==> config.mk <==
export PLATFORM = sky130hd
export DESIGN_NAME = kabf_div
export DESIGN_NICKNAME = d
export VERILOG_FILES = /design/src/rtl/kalman_angle_bias_filter_top_defines.svh /design/src/rtl/kabf_pkg.sv /design/src/rtl/kabf_div.sv
export SDC_FILE = /design/constraint.sdc
export NUM_CORES = 1
export LEC_CHECK = 0
export BUFFER_PORTS_ARGS = -buffer_cell sky130_fd_sc_hd__buf_2
export CORE_MARGIN = 4
export CORE_UTILIZATION = 54
export DETAILED_ROUTE_END_ITERATION = 10
export PLACE_DENSITY_LB_ADDON = 0.15
export SYNTH_ARGS = -nofsm -noshare
export SYNTH_HDL_FRONTEND = slang
export SYNTH_SLANG_ARGS = --single-unit
==> constraint.sdc <==
create_clock -name clock -period 7.41 [get_ports clock]
set_input_delay 1.482 -clock clock [delete_from_list [all_inputs] [get_ports clock]]
set_output_delay 1.482 -clock clock [all_outputs]
set_load 0.1 [all_outputs]
==> src/rtl/kalman_angle_bias_filter_top_defines.svh <==
// Assertion macros used by the filter RTL.
`ifndef KALMAN_ANGLE_BIAS_FILTER_TOP_DEFINES_SVH
`define KALMAN_ANGLE_BIAS_FILTER_TOP_DEFINES_SVH

// Clocked property check that is suspended while reset is high.
`define KABF_ASSERT(name, prop, msg) \
   name: assert property (@(posedge clock) disable iff (reset) prop) else $error(msg);

// Clocked property check that also holds during reset.
`define KABF_ASSERT_ALWAYS(name, prop, msg) \
   name: assert property (@(posedge clock) prop) else $error(msg);

`endif

==> src/rtl/kabf_pkg.sv <==
// Types, constants and arithmetic helpers of the angle and bias filter.
`default_nettype none
package kabf_pkg;
   localparam int unsigned DivSteps = 31;
   localparam logic [15:0] StepTimeMax = 16'd32768;
   localparam logic [30:0] AngleNoiseReset = 31'd1073742;
   localparam logic [30:0] BiasNoiseReset = 31'd3221225;
   localparam logic [30:0] MeasNoiseReset = 31'd32212255;
   localparam logic [1:0] CsrAngleNoise = 2'd0;
   localparam logic [1:0] CsrBiasNoise = 2'd1;
   localparam logic [1:0] CsrMeasNoise = 2'd2;
   localparam logic signed [67:0] SatMax = 68'sh0_7FFF_FFFF;
   localparam logic signed [67:0] SatMin = -68'sh0_8000_0000;

   typedef enum logic [16:0] {
      ST_IDLE = 17'h00001,
      ST_M0   = 17'h00002,
      ST_M1   = 17'h00004,
      ST_M2   = 17'h00008,
      ST_M3   = 17'h00010,
      ST_M4   = 17'h00020,
      ST_D0   = 17'h00040,
      ST_W0   = 17'h00080,
      ST_W1   = 17'h00100,
      ST_C0   = 17'h00200,
      ST_C1   = 17'h00400,
      ST_C2   = 17'h00800,
      ST_C3   = 17'h01000,
      ST_C4   = 17'h02000,
      ST_C5   = 17'h04000,
      ST_C6   = 17'h08000,
      ST_OUT  = 17'h10000
   } state_type;

   typedef struct packed {
      logic              done;
      logic signed [31:0] quot;
   } div_result_type;

   function automatic logic signed [67:0] round_shift(input logic signed [67:0] p,
                                                      input logic by30);
      logic signed [67:0] half;
      half = by30 ? (68'sd1 <<< 29) : (68'sd1 <<< 15);
      return by30 ? ((p + half) >>> 30) : ((p + half) >>> 16);
   endfunction

   function automatic logic signed [31:0] sat32(input logic signed [67:0] v);
      logic signed [31:0] r;
      if (v > SatMax) begin
         r = 32'sh7FFF_FFFF;
      end else if (v < SatMin) begin
         r = 32'sh8000_0000;
      end else begin
         r = v[31:0];
      end
      return r;
   endfunction
endpackage
`default_nettype wire

==> src/rtl/kabf_div.sv <==
// Radix-2 restoring divider that forms a saturated Q2.30 gain.
`default_nettype none
module kabf_div
   import kabf_pkg::*;
(
   input  wire logic               clock,
   input  wire logic               reset,
   input  wire logic               start,
   input  wire logic signed [31:0] numer,
   input  wire logic signed [33:0] denom,
   output div_result_type          result
);
   logic               busy_ff, busy_in;
   logic               done_ff, done_in;
   logic [4:0]         cnt_ff, cnt_in;
   logic [31:0]        rem_ff, rem_in;
   logic [30:0]        q_ff, q_in;
   logic [32:0]        s_ff, s_in;
   logic               neg_ff, neg_in;
   logic               lsb_ff, lsb_in;
   logic signed [31:0] quot_ff, quot_in;
   logic [31:0]        mag;
   logic [32:0]        trial;
   logic               ge;
   logic [30:0]        q_next;

   always_comb begin
      mag = numer[31] ? (~numer + 32'd1) : numer;
      trial = {rem_ff, (cnt_ff == 5'd0) ? lsb_ff : 1'b0};
      ge = trial >= s_ff;
      q_next = {q_ff[29:0], ge};
      busy_in = busy_ff;
      done_in = 1'b0;
      cnt_in = cnt_ff;
      rem_in = rem_ff;
      q_in = q_ff;
      s_in = s_ff;
      neg_in = neg_ff;
      lsb_in = lsb_ff;
      quot_in = quot_ff;
      if (busy_ff) begin
         rem_in = ge ? 32'(trial - s_ff) : trial[31:0];
         q_in = q_next;
         cnt_in = cnt_ff + 5'd1;
         if (cnt_ff == 5'(DivSteps - 1)) begin
            busy_in = 1'b0;
            done_in = 1'b1;
            quot_in = neg_ff ? -$signed({1'b0, q_next}) : $signed({1'b0, q_next});
         end
      end else if (start) begin
         neg_in = numer[31];
         s_in = denom[32:0];
         if (denom[33] || (denom == 34'sd0)) begin
            done_in = 1'b1;
            quot_in = 32'sd0;
         end else if ({2'b00, mag} >= {denom[32:0], 1'b0}) begin
            done_in = 1'b1;
            quot_in = numer[31] ? 32'sh8000_0000 : 32'sh7FFF_FFFF;
         end else begin
            busy_in = 1'b1;
            cnt_in = 5'd0;
            rem_in = {1'b0, mag[31:1]};
            lsb_in = mag[0];
            q_in = '0;
         end
      end
   end

   always_ff @(posedge clock) begin
      if (reset) begin
         busy_ff <= 1'b0;
         done_ff <= 1'b0;
      end else begin
         busy_ff <= busy_in;
         done_ff <= done_in;
      end
      cnt_ff <= cnt_in;
      rem_ff <= rem_in;
      q_ff <= q_in;
      s_ff <= s_in;
      neg_ff <= neg_in;
      lsb_ff <= lsb_in;
      quot_ff <= quot_in;
   end

   assign result.done = done_ff;
   assign result.quot = quot_ff;
endmodule
`default_nettype wire

==> results of run 1 <==
## worst reg2reg max path: stages, from the launching register on
cell and delay (ns):
edfxtp_1 0.39, ha_1 0.39, a21o_1 0.20, a21o_1 0.19, a32oi_1 0.20, a211oi_1 0.13
or2_2 0.36, a2111oi_2 0.42, a21oi_4 0.10, inv_1 0.29, ha_1 0.35, nand4_1 0.19
nand2b_1 0.24, or2_1 0.27, o31ai_1 0.24, xor2_1 0.16, o21ai_0 0.09
## cell families (layout without fill, tap and decap cells)
group | after synthesis | after routing | share of synthesized area
and+or+nand+nor | 265 | 265 | 0.1441
DFF | 136 | 136 | 0.4416
AOI/OAI and AO/OA | 251 | 251 | 0.1735
adders and majority gates | 70 | 70 | 0.09599
muxes | 11 | 11 | 0.01197
buffers and inverters | 127 | 230 | 0.05289
xor gates and xnor gates | 84 | 84 | 0.07995
## metal layers
metal	share of wire	routed length, um	GRT usage
met1	0.46	9996	0.2996
met2	0.47	10140	0.3713
met3	0.051	1098	0.03621
met4	0.018	385	0.06864
met5	0	0	0
## placed cells by master, fill, tap and decap left out, drive strengths merged, types with 12 or more instances in the layout
| cell type | n |
|---|---|
| ha | 69 |
| xor2 | 35 |
| and2 | 23 |
| edfxtp | 134 |
| inv | 95 |
| clkbuf | 18 |
| o21ai | 74 |
| nor2 | 66 |
| or3 | 12 |
| o31ai | 25 |
| nand3 | 17 |
| nand2 | 63 |
| a21o | 37 |
| a21oi | 56 |
| nand4 | 20 |
| xnor2 | 49 |
| buf | 107 |
| nor3 | 18 |
## registers in the layout, indices dropped and copies added, names as in the netlist
name / count
s_ff: 33
quot_ff: 32
rem_ff: 32
q_ff: 30
cnt_ff: 5
busy_ff: 1
done_ff: 1
lsb_ff: 1
neg_ff: 1
## power groups by stage
stage / logic (W) / clock network [W] / registers [W]
after floorplan: 0.000519 / 0 / 0.00107
after global placement: 0.000765 / 0 / 0.00101
after detailed placement: 0.000772 / 0 / 0.00101
after CTS: 0.000777 / 0.000809 / 0.000997
after global routing: 0.000860 / 0.000846 / 0.00101
final: 0.000781 / 0.000800 / 0.000998
## cell type report
class / count / area (um^2)
Clock inverter: 14 / 125.1
Fill cell: 1412 / 6165
Tap cell: 220 / 275.3
Multi-Input combinational cell: 681 / 4678
Clock buffer: 18 / 429.2
Timing Repair Buffer: 107 / 563.0
Inverter: 91 / 341.6
Sequential cell: 136 / 4065
## worst max path at each step
stage,endpoint,startpoint,cells after the start
2_1_floorplan,cnt_ff[0],numer[19],17
3_3_place_gp,rem_ff[9],numer[19],20
3_5_place_dp,rem_ff[9],numer[17],20
4_1_cts,rem_ff[4],numer[17],20
5_1_grt,q_ff[16],numer[19],20
6_report,q_ff[7],numer[19],20
## metrics by stage
step / std cells / utilization / worst slack [ns] / hold WS, ns / cell area [um^2]
2_1_floorplan: 944 / - / 0.2866 / 0.5427 / 9203
3_3_place_gp: 1235 / 0.5963 / 0.8985 / 0.5788 / 9923
3_5_place_dp: 1235 / 0.5963 / 0.8096 / 0.5923 / 9923
4_1_cts: 1267 / 0.6296 / 1.239 / 0.6115 / 10480
5_1_grt: 1267 / 0.6296 / 0.9426 / 0.6402 / 10480
6_report: 1267 / 0.6296 / 1.205 / 0.5975 / 10480
==> metrics.yaml, run 1 <==
outcome:
  status: "finished clean"
global_route:
  grt_max_degree: 95
  groute.usage.overall: 0.2224
  overflow: 0
  antenna_found_initial: 0
  grt_pass1_wl_um: 34760
  grt_pass1_vias: 7035
power_and_ir_drop:
  pwr-share-clk: 0.310
  switchingPower_w: 0.0008835
  power_density_mw_per_mm2: 246.1
  power.total_w: 0.002578
  power_frac_comb: 0.303
  p_sw_frac: 0.3426
  p_int_w: 0.001695
  pwr-share-seq: 0.387
  p_leak_nw: 4.468
  ir_drop_v: 0.0001804
clock_tree:
  cts_sinks: 136
  hold_buffers: 0
  clk_pin_slew_ns: 0.06
  clock_latency_ns: 0.42
  root_buffer: "clkbuf_16"
  cts_buffers: 17
  clk_path_buf_depth: 2
  cts_setup_buffers: 0
  htreeDepth: 4
  tritoncts: "built"
  cts_resized: 0
hold_path:
  hp-start: "q_ff[22]"
  min_path_type: "register to register"
  holdPathEnd: "q_ff[23]"
  whs_path_depth: 2
sta:
  tightest_slew_ns: 1.041
  rsz0062_at_grt: "false"
  slew_headroom: 0.3050
  period_needed_ns: 6.205
  hold_viol_final: 0
  finalSetupTns_ns: 0
  fmax_mhz: 161.2
  fin_skew_ns: 0.01081
  min_period_over_period: 0.8374
  setup_violations: 0
  slew_violations: 0
logic_synthesis:
  synth_cell_types: 58
  async_flop_share: 0
  yosysMostFrequentCell: "edfxtp_1"
  synth_common_cells: "edfxtp_1, inv_1, o21ai_0, ha_1, nor2_1"
  synthCells: 944
  postSynthNetCount: 1083
  synthFlopType: "edfxtp_1"
  synth_edf_count: 134
  synth_warnings: 0
  yosysTopAreaCell: "edfxtp_1"
  syn_area_mm2: 0.009203
  ys_ff_latch: 136
  synth.avg_cell_area_um2: 9.748
  synth_top_area_share: 0.4373
  synth_seq_area_share: 0.4416
  netlist_top_cells_area: "edfxtp_1, ha_1, xnor2_1"
critical_path:
  cp.arrival_ns: 6.30
  cpPeakStageDelay_ns: 0.54
  worst-path-buf-inv: 3
  r2r_end: "quot_ff[26]"
  critPathRequiredTime_ns: 7.50
  endpoint_kind: "register"
  critPathLaunchType: "input port"
  crit_chain: "buf_2, or4_4, or3_4, or3_4, or3_1, or2_4, o21ai_0, xnor2_1, ha_1, a21o_1, a21o_1, a21oi_1, o211ai_1, a21oi_1, nor2b_1, a2111oi_0, buf_4, o2bb2ai_1, a21o_2, buf_12"
  criticalPathCategory: "input port to register"
  crit_family: "compound AO/OA/AOI/OAI gates"
  slowest_stage: "or4_4"
  reg2reg_from: "rem_ff[9]"
  reg2regPathDepth: 16
  critPathMaxFanout: 50
  r2r_setup_slack_ns: 2.91
drt:
  vias_per_cell: 5.740
  dr.pass1.iters: 4
  drt_iter0_markers: 426
  totalWireLength_um: 21620
  drc: 0
  detail-route-antenna-nets: 0
  route.vias.total: 7272
  wl_per_cell_um: 17.07
finish:
  areaGrowthSynthToFinish_pct: 13.85
  antenna_cells: 0
  layout.nets: 1173
  drive_above_1_share: 0.1471
die:
  ios: 102
  num_rows: 47
  core-area_mm2: 0.01664
  die-height_um: 138.5
  die_x_um: 138.5
  die_area_mm2: 0.01919
  start_util: 0.5530
place:
  place.detailed.hpwl_um: 16030
  place.gp.congestion: 0.9426
  io_buffers: 101
job:
  cap_viol_max_count: 0
Note: power is estimated with default switching activity, not from simulation.
==> inputs of run 2 (changes only) <==
==> constraint.sdc (replaced) <==
create_clock -name clock -period 5.3 [get_ports clock]
set_input_delay 1.06 -clock clock [delete_from_list [all_inputs] [get_ports clock]]
set_output_delay 1.06 -clock clock [all_outputs]
set_load 0.1 [all_outputs]
==> run 2 against run 1 <==
  * The run now ends with negative setup slack left
  * Global-route usage increased by 1.2 points
  * Clock skew decreased by 0.0022 ns
  * First-iteration DRC count increased by 12%
  * Hold slack improved by 0.0077 ns
  * Critical path depth unchanged
  * Critical endpoint is now quot_ff[31]
  * Highest routed layer unchanged
==> metrics.yaml, run 2 (synthesis results as in run 1) <==
global_route:
  grt_max_degree: 63  # -34%
  groute.usage.overall: 0.2342  # +0.01176
  antenna_found_initial: 0  # unchanged
  grt_pass1_vias: 6944  # -1.3%
  overflow: 0  # unchanged
  grt_pass1_wl_um: 36430  # +4.8%
critical_path:
  worst-path-buf-inv: 5  # +2
  r2r_end: "quot_ff[26]"
  crit_family: "simple AND/OR/NAND/NOR gates"
  slowest_stage: "or4_4"
  reg2regPathDepth: 16  # unchanged
  critPathRequiredTime_ns: 5.45  # -2.05 ns
  r2r_setup_slack_ns: 0.73  # -2.18 ns
  critPathLaunchType: "input port"
  cpPeakStageDelay_ns: 0.56  # +0.02 ns
  crit_cells: 20  # unchanged
  crit_start: "numer[19]"
  endpoint_kind: "register"
  critPathCapture: "quot_ff[31]"
  critPathMaxFanout: 8  # -84%
  reg2reg_from: "rem_ff[9]"
  cp.arrival_ns: 5.48  # -0.82 ns
  criticalPathCategory: "input port to register"
  path_common_cell: "or3_4"
  crit_chain: "buf_8, or4_4, or3_4, or3_4, or3_4, or2_4, buf_6, o41ai_4, xnor2_1, ha_1, nand4_1, nor4_2, a21oi_2, nor2_2, a2111oi_4, o2bb2ai_2, buf_4, o22ai_4, buf_12, clkbuf_16"
die:
  die_area_mm2: 0.01919  # unchanged
  die_x_um: 138.5  # unchanged
  start_util: 0.5530  # unchanged
  core-area_mm2: 0.01664  # unchanged
  die-height_um: 138.5  # unchanged
  ios: 102  # unchanged
  num_rows: 47  # unchanged
finish:
  top_register: "s_ff"
  final_cells: 1303  # +2.8%
  multi_input_area_mm2: 0.004750  # +1.5%
  drive_above_1_share: 0.1847  # +0.03759
  post-route-cell-area_mm2: 0.01100  # +5.0%
  fillers: 1306  # -7.5%
  layout.nets: 1209  # +3.1%
  final_cell_mix: "edfxtp_1, buf_2, inv_1"
  final_common_cell: "edfxtp_1"
  largest_register_ffs: 33  # unchanged
  reg.largest.list: "s_ff: 33 flops, quot_ff: 32 flops, rem_ff: 32 flops"
  antenna_cells: 0  # unchanged
  seq_area_mm2: 0.004065  # unchanged
  areaGrowthSynthToFinish_pct: 19.51
sta:
  setup_violations: 27  # +27
  hold_viol_final: 0  # unchanged
  fmax_mhz: 187.3
  min_period_over_period: 1.007
  slew_violations: 0  # unchanged
  slew_headroom: 0.2886  # -0.01638
  finalSetupTns_ns: -0.4559  # -0.4559 ns
  rsz0062_at_grt: "true"
  setup_ws_ns: -0.03802  # -1.243 ns
  hold_ws_ns: 0.6052  # +0.007687 ns
  fin_skew_ns: 0.008579  # -0.002233 ns
  period_needed_ns: 5.338
  tightest_slew_ns: 1.067  # +0.02572 ns
clock_tree:
  htreeDepth: 4  # unchanged
  cts_sinks: 136  # unchanged
  clk_path_buf_depth: 2  # unchanged
  cts_buffers: 17  # unchanged
  clk_pin_slew_ns: 0.06  # about the same
  clock_latency_ns: 0.43  # about the same
  tritoncts: "built"
  root_buffer: "clkbuf_16"
power_and_ir_drop:
  ir_drop_v: 0.0002512  # +39%
  pwr-share-clk: 0.313  # +0.003
  power_density_mw_per_mm2: 338.0  # +37%
  switchingPower_w: 0.001289  # +46%
  p_sw_frac: 0.3467  # +0.004032
  p_int_w: 0.002429  # +43%
  pwr-share-seq: 0.378  # -0.009
  power_frac_comb: 0.309  # +0.006
  p_leak_nw: 4.721  # +5.7%
place:
  place_ws_ns: -0.3458  # -1.155 ns
  io_buffers: 101  # unchanged
  placed_area_mm2: 0.01017  # +2.5%
  place.gp.congestion: 0.9173  # -2.7%
  place.detailed.hpwl_um: 16930  # +5.6%
  place_inst: 1261  # +2.1%
drt:
  totalWireLength_um: 23250  # +7.5%
  route.vias.total: 7538  # +3.7%
  wl_per_cell_um: 17.84  # +4.5%
  drc: 0  # unchanged
  drt_iter0_markers: 476  # +12%
  detail-route-antenna-nets: 0  # unchanged
  dr.pass1.iters: 6  # +2
  vias_per_cell: 5.785  # +0.79%
job:
  cap_viol_max_count: 0  # unchanged
outcome:
  violations: "negative setup slack"
  status: "complete, but fails checks"
hold_path:
  min_path_type: "register to register"
[run 2: layout make-up]
cell class,count,share of cell area
Tap cell,220,0.02503
Timing Repair Buffer,143,0.08988
Inverter,91,0.03106
Clock buffer,17,0.03868
Sequential cell,136,0.3696
Multi-Input combinational cell,681,0.4319
Clock inverter,15,0.01388
[run 2: layer usage]
layer  up-vias  part of all wire  global-route usage
met5         -                 0                   0
met4         0             0.014             0.06864
met3        24             0.057             0.03207
met2       261              0.44              0.3505
met1      3551              0.49              0.3564
li1       3702                 -                   -
[run 2: what timing repair did]
action                                  in CTS  in global routing
resized for setup                            0                 12
endpoints found under the setup margin       0                101
hold buffers                                 0                  0
setup buffers                                0                  4
[run 2: power groups by stage]
| stage | Combinational, W | Sequential [W] | Clock, W |
|---|---|---|---|
| final | 0.00115 | 0.00140 | 0.00116 |
| after global routing | 0.00127 | 0.00142 | 0.00123 |
| after CTS | 0.00110 | 0.00140 | 0.00118 |
| after detailed placement | 0.00110 | 0.00142 | 0 |
| after global placement | 0.00109 | 0.00142 | 0 |
| after floorplan | 0.000729 | 0.00150 | 0 |
[run 2: stage by stage]
stage / util / total power, W
6_report: 0.6609 / 0.003718
4_1_cts: 0.6460 / 0.003689
3_3_place_gp: 0.6112 / 0.002508
2_1_floorplan: - / 0.002226
5_1_grt: 0.6609 / 0.003914
3_5_place_dp: 0.6112 / 0.002522
[run 2: how the worst min path moves through the flow]
stage                         from  endpoint  cells after the start
after floorplan           q_ff[22]  q_ff[23]                      2
after global placement     q_ff[9]  q_ff[10]                      1
after detailed placement  q_ff[11]  q_ff[12]                      1
after CTS                 q_ff[11]  q_ff[12]                      1
after global routing       q_ff[9]  q_ff[10]                      1
final                     q_ff[11]  q_ff[12]                      1
